### src/hw/rtl/shmm_pkg.sv
// Shared types, opcodes and constants for the seed hit match merger.
package shmm_pkg;

	localparam int COORD_W     = 32;
	localparam int SEED_W      = 6;
	localparam int MAX_RESULTS = 16;
	localparam int K_W         = $clog2(MAX_RESULTS + 1);
	localparam int IN_DATA_W   = 160;
	localparam int OUT_DATA_W  = 168;
	localparam logic [SEED_W-1:0] SEED_RESET = 6'd30;

	localparam logic [2:0] OP_NOP   = 3'd0;
	localparam logic [2:0] OP_WIDEN = 3'd1;
	localparam logic [2:0] OP_LOAD  = 3'd2;
	localparam logic [2:0] OP_SORT  = 3'd3;
	localparam logic [2:0] OP_DEDUP = 3'd4;
	localparam logic [2:0] OP_SHIFT = 3'd5;

	typedef struct packed {
		logic [COORD_W-1:0] qs;
		logic [COORD_W-1:0] qe;
		logic [COORD_W-1:0] rs;
		logic [COORD_W-1:0] re;
	} span_t;

	typedef struct packed {
		logic  v;
		span_t s;
	} entry_t;

	typedef struct packed {
		logic [2:0] op;
		logic       pair_left;
		logic       pair_right;
		span_t      h;
	} cell_ctrl_t;

endpackage

### src/hw/rtl/shmm_cell.sv
// One open-match cell of the chain: widen, load, sort swap, dedup and shift.
module shmm_cell import shmm_pkg::*; (
	input  logic       clk,
	input  logic       arst_n,
	input  cell_ctrl_t ctrl,
	input  entry_t     left_e,
	input  entry_t     right_e,
	input  logic       left_swap,
	output entry_t     self_e,
	output logic       swap,
	output logic       hit
);

	logic  v_q;
	span_t s_q;

	// invalid entries order after every valid one
	function automatic logic greater(entry_t a, entry_t b);
		logic r;
		begin
			r = 1'b0;
			if (a.v != b.v) begin
				r = !a.v;
			end else if (a.v) begin
				if (a.s.re != b.s.re)      r = a.s.re > b.s.re;
				else if (a.s.qs != b.s.qs) r = a.s.qs > b.s.qs;
				else if (a.s.qe != b.s.qe) r = a.s.qe > b.s.qe;
				else                       r = a.s.rs > b.s.rs;
			end
			return r;
		end
	endfunction

	assign self_e = '{v: v_q, s: s_q};
	assign swap   = ctrl.pair_left && greater(self_e, right_e);
	assign hit    = v_q && (s_q.qs <= ctrl.h.qs) && (ctrl.h.qs <= s_q.qe)
		&& (s_q.rs <= ctrl.h.rs) && (ctrl.h.rs <= s_q.re);

	logic dup;
	assign dup = v_q && left_e.v && (left_e.s.qe == s_q.qe) && (left_e.s.re == s_q.re);

	always_ff @(posedge clk or negedge arst_n) begin
		if (!arst_n) begin
			v_q <= 1'b0;
		end else begin
			unique case (ctrl.op)
				OP_LOAD: v_q <= 1'b1;
				OP_SORT: begin
					if (swap) v_q <= right_e.v;
					else if (ctrl.pair_right && left_swap) v_q <= left_e.v;
				end
				OP_DEDUP: if (dup) v_q <= 1'b0;
				OP_SHIFT: v_q <= right_e.v;
				default: ;
			endcase
		end
	end

	always_ff @(posedge clk) begin
		unique case (ctrl.op)
			OP_WIDEN: begin
				if (hit) begin
					if (ctrl.h.qe > s_q.qe) s_q.qe <= ctrl.h.qe;
					if (ctrl.h.re > s_q.re) s_q.re <= ctrl.h.re;
				end
			end
			OP_LOAD: s_q <= ctrl.h;
			OP_SORT: begin
				if (swap) s_q <= right_e.s;
				else if (ctrl.pair_right && left_swap) s_q <= left_e.s;
			end
			OP_SHIFT: s_q <= right_e.s;
			default: ;
		endcase
	end

endmodule

### config.mk
export PLATFORM = sky130hd
export DESIGN_NAME = shmm_cell
export DESIGN_NICKNAME = d
export VERILOG_FILES = /design/src/hw/rtl/shmm_pkg.sv /design/src/hw/rtl/shmm_cell.sv
export SDC_FILE = /design/constraint.sdc
export NUM_CORES = 1
export LEC_CHECK = 0
export BUFFER_PORTS_ARGS = -buffer_cell sky130_fd_sc_hd__buf_2
export CAP_MARGIN = 30
export CORE_AREA = 2 2 201 203
export DETAILED_ROUTE_END_ITERATION = 7
export DIE_AREA = 0 0 203 205
export PLACE_DENSITY = 0.65
export SLEW_MARGIN = 20
export SYNTH_ARGS = -nofsm -noshare
export SYNTH_HDL_FRONTEND = slang
export SYNTH_SLANG_ARGS = --single-unit
### constraint.sdc
create_clock -name clk -period 10.4 [get_ports clk]
set_clock_uncertainty 0.15 [all_clocks]
set_input_delay 2.08 -clock clk [delete_from_list [all_inputs] [get_ports clk]]
set_output_delay 2.08 -clock clk [all_outputs]
set_load 0.03 [all_outputs]
# Word level (Yosys, flattened, before mapping)
# Cells that the tools add are included.
[totals]
register_bits = 129
in_bits = 394
output_inout_bits = 131
word_cells = 67
[classes]
magnitude_cmp = 10
n_eq_ne = 16
n_mux = 19
reduce_logical = 17
[ops]
columns = ["op", "n"]
rows = [
  ["two-way mux 128 bit", 2],
  ["one-hot mux 32 bit (4 select lines)", 2],
  ["greater-than comparator 32 bit", 6],
  ["one-hot mux 32 bit (3 select lines)", 2],
  ["<= comparator 32 bit", 4],
  ["two-way mux 32 bit", 4],
  ["inequality test 32 bit", 3],
  ["== test 32 bit", 2],
  ["logical AND 1 bit", 9],
  ["two-way mux 1 bit", 8],
  ["inequality test 2 bit, second input constant", 4],
  ["AND reduction 4 bit", 2],
  ["nonzero test 4 bit", 2],
  ["== test 3 x 2 -> 1 bit, second input constant", 2],
  ["== test 3 bit, second input constant", 2],
  ["one-hot mux 1 bit (4 select lines)", 1],
  ["== test 3 x 1 -> 1 bit, second input constant", 1],
  ["inequality test 3 bit, second input constant", 1],
  ["AND reduction 3 bit", 1],
  ["nonzero test 3 bit", 1],
  ["AND reduction 2 bit", 1],
  ["logical NOT 1 bit", 1],
  ["inequality test 1 bit", 1],
]

# Longest topological paths before layout
[logic_depth]
depth_word = 9
mapped_depth = 13
ltp_nobuf = 10

# Least setup slack after synthesis
# Ideal clock, no wire load.
[synth_path]
path_type = "input to register"
start = "input port right_e[75] in the netlist's numbering"
end = "register s_q, in the netlist self_e[100], enable pin"
setup_ns = 0.574
t_arrival_ns = 8.135
t_required_ns = 9.676
slack_ns = 1.541
path_stages = 10
path_buffers = 0
path_cell_list = "inv_1 > ha_1 > nand4_1 > nor4_1 > nand2_1 > a21oi_1 > o311a_1 > a2111o_1 > a21oi_1 > o21ai_0"
[synth_via]
elab_chain_cells = 9
elab_cells_between_ends = 10
cone_classes = "order compare: 1; eq/ne: 2; mux: 5; reduce/logical: 2"
[synth_lines]
columns = ["element", "line", "text"]
rows = [
  ["start, declared", "shmm_cell.sv:7", "input entry_t right_e,"],
  ["greater-than comparator 32 bit or inequality test 32 bit (tied branches)", "shmm_cell.sv:27", "else if (a.s.qe != b.s.qe) r = a.s.qe > b.s.qe;"],
  ["two-way mux 1 bit (*)", "shmm_cell.sv:27", ""],
  ["two-way mux 1 bit (*)", "shmm_cell.sv:26", "else if (a.s.qs != b.s.qs) r = a.s.qs > b.s.qs;"],
  ["two-way mux 1 bit (*)", "shmm_cell.sv:25", "if (a.s.re != b.s.re) r = a.s.re > b.s.re;"],
  ["two-way mux 1 bit (*)", "shmm_cell.sv:24", "end else if (a.v) begin"],
  ["two-way mux 1 bit (*)", "shmm_cell.sv:22", "if (a.v != b.v) begin"],
  ["logical AND 1 bit (*)", "shmm_cell.sv:35", "assign swap = ctrl.pair_left && greater(self_e, right_e);"],
  ["inequality test 3 bit (no line) (*)", "--", ""],
  ["AND reduction 2 bit (no line) (*)", "--", ""],
  ["end signal, assigned", "shmm_cell.sv:67", "OP_LOAD: s_q <= ctrl.h;"],
  ["end signal, assigned", "shmm_cell.sv:69", "if (swap) s_q <= right_e.s;"],
  ["end signal, assigned", "shmm_cell.sv:70", "else if (ctrl.pair_right && left_swap) s_q <= left_e.s;"],
  ["end, declared", "shmm_cell.sv:15", "span_t s_q;"],
]
# Every way passes the cells marked *; elsewhere a longest branch is shown, timed or not.
# A chain may end at the register's enable or synchronous reset.

# Worst setup path after layout
[layout_path]
start = "input port right_e[15] in the netlist's numbering"
end = "output port swap"
[layout_via]
elab_chain_cells = 5
elab_cells_between_ends = 6
cone_classes = "order compare: 1; eq/ne: 1; mux: 3; reduce/logical: 1"
[layout_lines]
columns = ["element", "line", "text"]
rows = [
  ["greater-than comparator 32 bit or inequality test 32 bit (tied branches)", "shmm_cell.sv:25", ""],
  ["two-way mux 1 bit (*)", "shmm_cell.sv:25", ""],
  ["two-way mux 1 bit (*)", "shmm_cell.sv:24", ""],
  ["two-way mux 1 bit (*)", "shmm_cell.sv:22", ""],
  ["logical AND 1 bit (*)", "shmm_cell.sv:35", ""],
  ["end, declared", "shmm_cell.sv:10", "output logic swap,"],
]
# Marks and branches as above.

==> summary.txt <==
Startpoint class of the critical path - primary input
Tmin final - 7480 ps
YS warnings - 0
Dominant cell type by area after synthesis - ha_1
Die W - 203 microns
FFs w/ async S/R, synth - 0.775%
Overall global routing resource usage - 30.5%
Initial cell density of the core - 38.4%
Sink Count - 129
Synth unique cells - 66
Maximum clock rate - 134 MHz
Area grow syn2layout - 25.6%
Site Rows - 73
Layout cells sized above 1 - 26.2%
Remaining DRCs - 0
Syn_nets - 2368
Total gr overflow - 0
Largest net degree at the start of global routing - 96
Setup repair after global routing missed its margin - no
Setup Fix Bufs, Post-CTS - 0
Worst-Margin Slew - 1020 ps
Final Hold Viols - 0
CP Data Arrival Time - 5250 ps
Pre-antenna DRT Iters - 7
Period utilization - 71.9%
First-pass GRT wire length - 93700 microns
CTS tree - yes
Count leader, synth - ha_1
Register bit count reported by yosys - 129
Final setup margin - 2920 ps
Top cell type's share of synthesized area - 26.5%
Vias in the first global route - 15.2k
CTS Hold Buffers Added - 0
Clk slew on worst S/H paths - 60 ps
Nets@finish - 2877
Clock latency on the worst-skew pair - 450 ps
Post-synth top cells - ha_1 (320), inv_1 (268), and2_1 (129), edfxtp_1 (128), a221o_1 (127)
Ranking of synthesized cells by area - ha_1 (26%), edfxtp_1 (25%), a221o_1 (8.4%)
Core area - 39400 sq um
Relative slew slack - 31.9%
H-tree depth - 4
DR iter-0 viols - 1207
Die area - 41600 sq um
PwrDens - 110 nW/um^2
I/O Pins - 525
Utilization after layout - 48.2%
Mean Syn Cell Area - 9.14 sq um
Worst Path Class, Setup - primary input to output port
Setup TNS - 0 ps
Drt via density - 5.73
Critical path endpoint category - output port
Max_cap viols - 0
Register area share after synthesis - 25.6%
Req. time, crit path - 8170 ps
Worst hold slack - 697 ps
Placed cells - 2669
Synth Flop Type - edfxtp_1
Final total power - 2.08 mW
Slew Viols, Final - 0
Worst Path Max Fanout - 6
Final cell count without fillers - 2723
Dpl cell area - 18400 sq um
Pre-CTS setup slack - 2850 ps
Post-CTS sizing - 0
Final setup viols - 0
Final instance area - 19000 sq um
Number of synthesized flops with an enable pin - 128
Detailed Place HPWL - 54300 microns
Static Leak - 9.60 nW
RD Place Congestion - 0.937
Chip height - 205 microns
IO buf count - 524
CTS root buffer - clkbuf_16
Initial antenna violation count - 28
DRT Wirelength - 65000 microns
Hold Path Depth - 2
Max clock buf depth - 2
Hold crit path type - register to register
CTS buffer count - 17
Maximum VDD drop - 0.0000954 V
Status - finished clean
Routed Antenna Nets - 0
Routed wire length per instance - 23.9 microns
Post-Synthesis Cells - 1654
Worst R2R Path Depth - 10
Vias - 15.6k
Mapped cell area - 15100 sq um
## path summary, 6_finish.rpt
check                         endpoint   startpoint  slack, ps
max                               swap  right_e[15]       2920
max reg2reg                self_e[114]   self_e[15]       5480
min in group asynchronous          v_q       arst_n       1240
max in group asynchronous          v_q       arst_n       8780
min reg2reg                        v_q          v_q        700
min                                v_q          v_q        700
## routing by layer
layer	wire length [microns]	up-vias	global-route usage (%)
li1	-	7284	-
met1	28000	7530	40.0
met2	29600	667	48.4
met3	5250	111	6.94
met4	2020	14	12.2
met5	89	-	0
## layout by cell type (no fill, tap or decap), types with 21 or more instances in the layout
cell type    n
a21o_1      39
a21oi_1    102
a221o_1    127
and2_1     129
buf_2      524
diode_2     22
edfxtp_1   128
ha_1       320
inv_1      268
nand2_1     61
nand3_1     29
nand4_1     65
nor2_1      38
nor4_1      21
o21ai_0     48
xor2_1      37
## report_power, final
group	leakage, nW	internal (mW)	total [mW]	switching [mW]
Sequential	1.23	0.629	0.677	0.0475
Clock	0.277	0.372	0.633	0.260
Combinational	8.10	0.303	0.771	0.467
Total	9.60	1.31	2.08	0.775
## kinds of logic after synthesis
logic type,Yosys count,synth area share [%]
DFF,129,25.6
and+or+nand+nor,412,15.3
buffers and inverters,312,8.22
AOI/OAI and AO/OA,436,21.8
adders and majority gates,320,26.5
xor gates and xnor gates,45,2.61
## sequential cells by signal, summed over array words and instances (netlist names)
register,cells
self_e,128
v_q,1
## area by class of cell
cell class / instances / area (sq um)
Antenna cell: 22 / 55.1
Clock buffer: 19 / 433
Clock inverter: 13 / 144
Fill cell: 3808 / 20400
Inverter: 268 / 1010
Multi-Input combinational cell: 1213 / 10100
Sequential cell: 129 / 3870
Tap cell: 525 / 657
Timing Repair Buffer: 534 / 2750
## critical path, stage by stage
cell and delay [ps]:
buf_2 90, inv_1 50, ha_1 320, nand4_1 240, nor4_1 610, nand3_1 290
a211o_1 350, a221oi_1 470, nor2_1 200, nand2_1 270, inv_1 70, buf_2 180
Note: power is estimated with default switching activity, not from simulation.
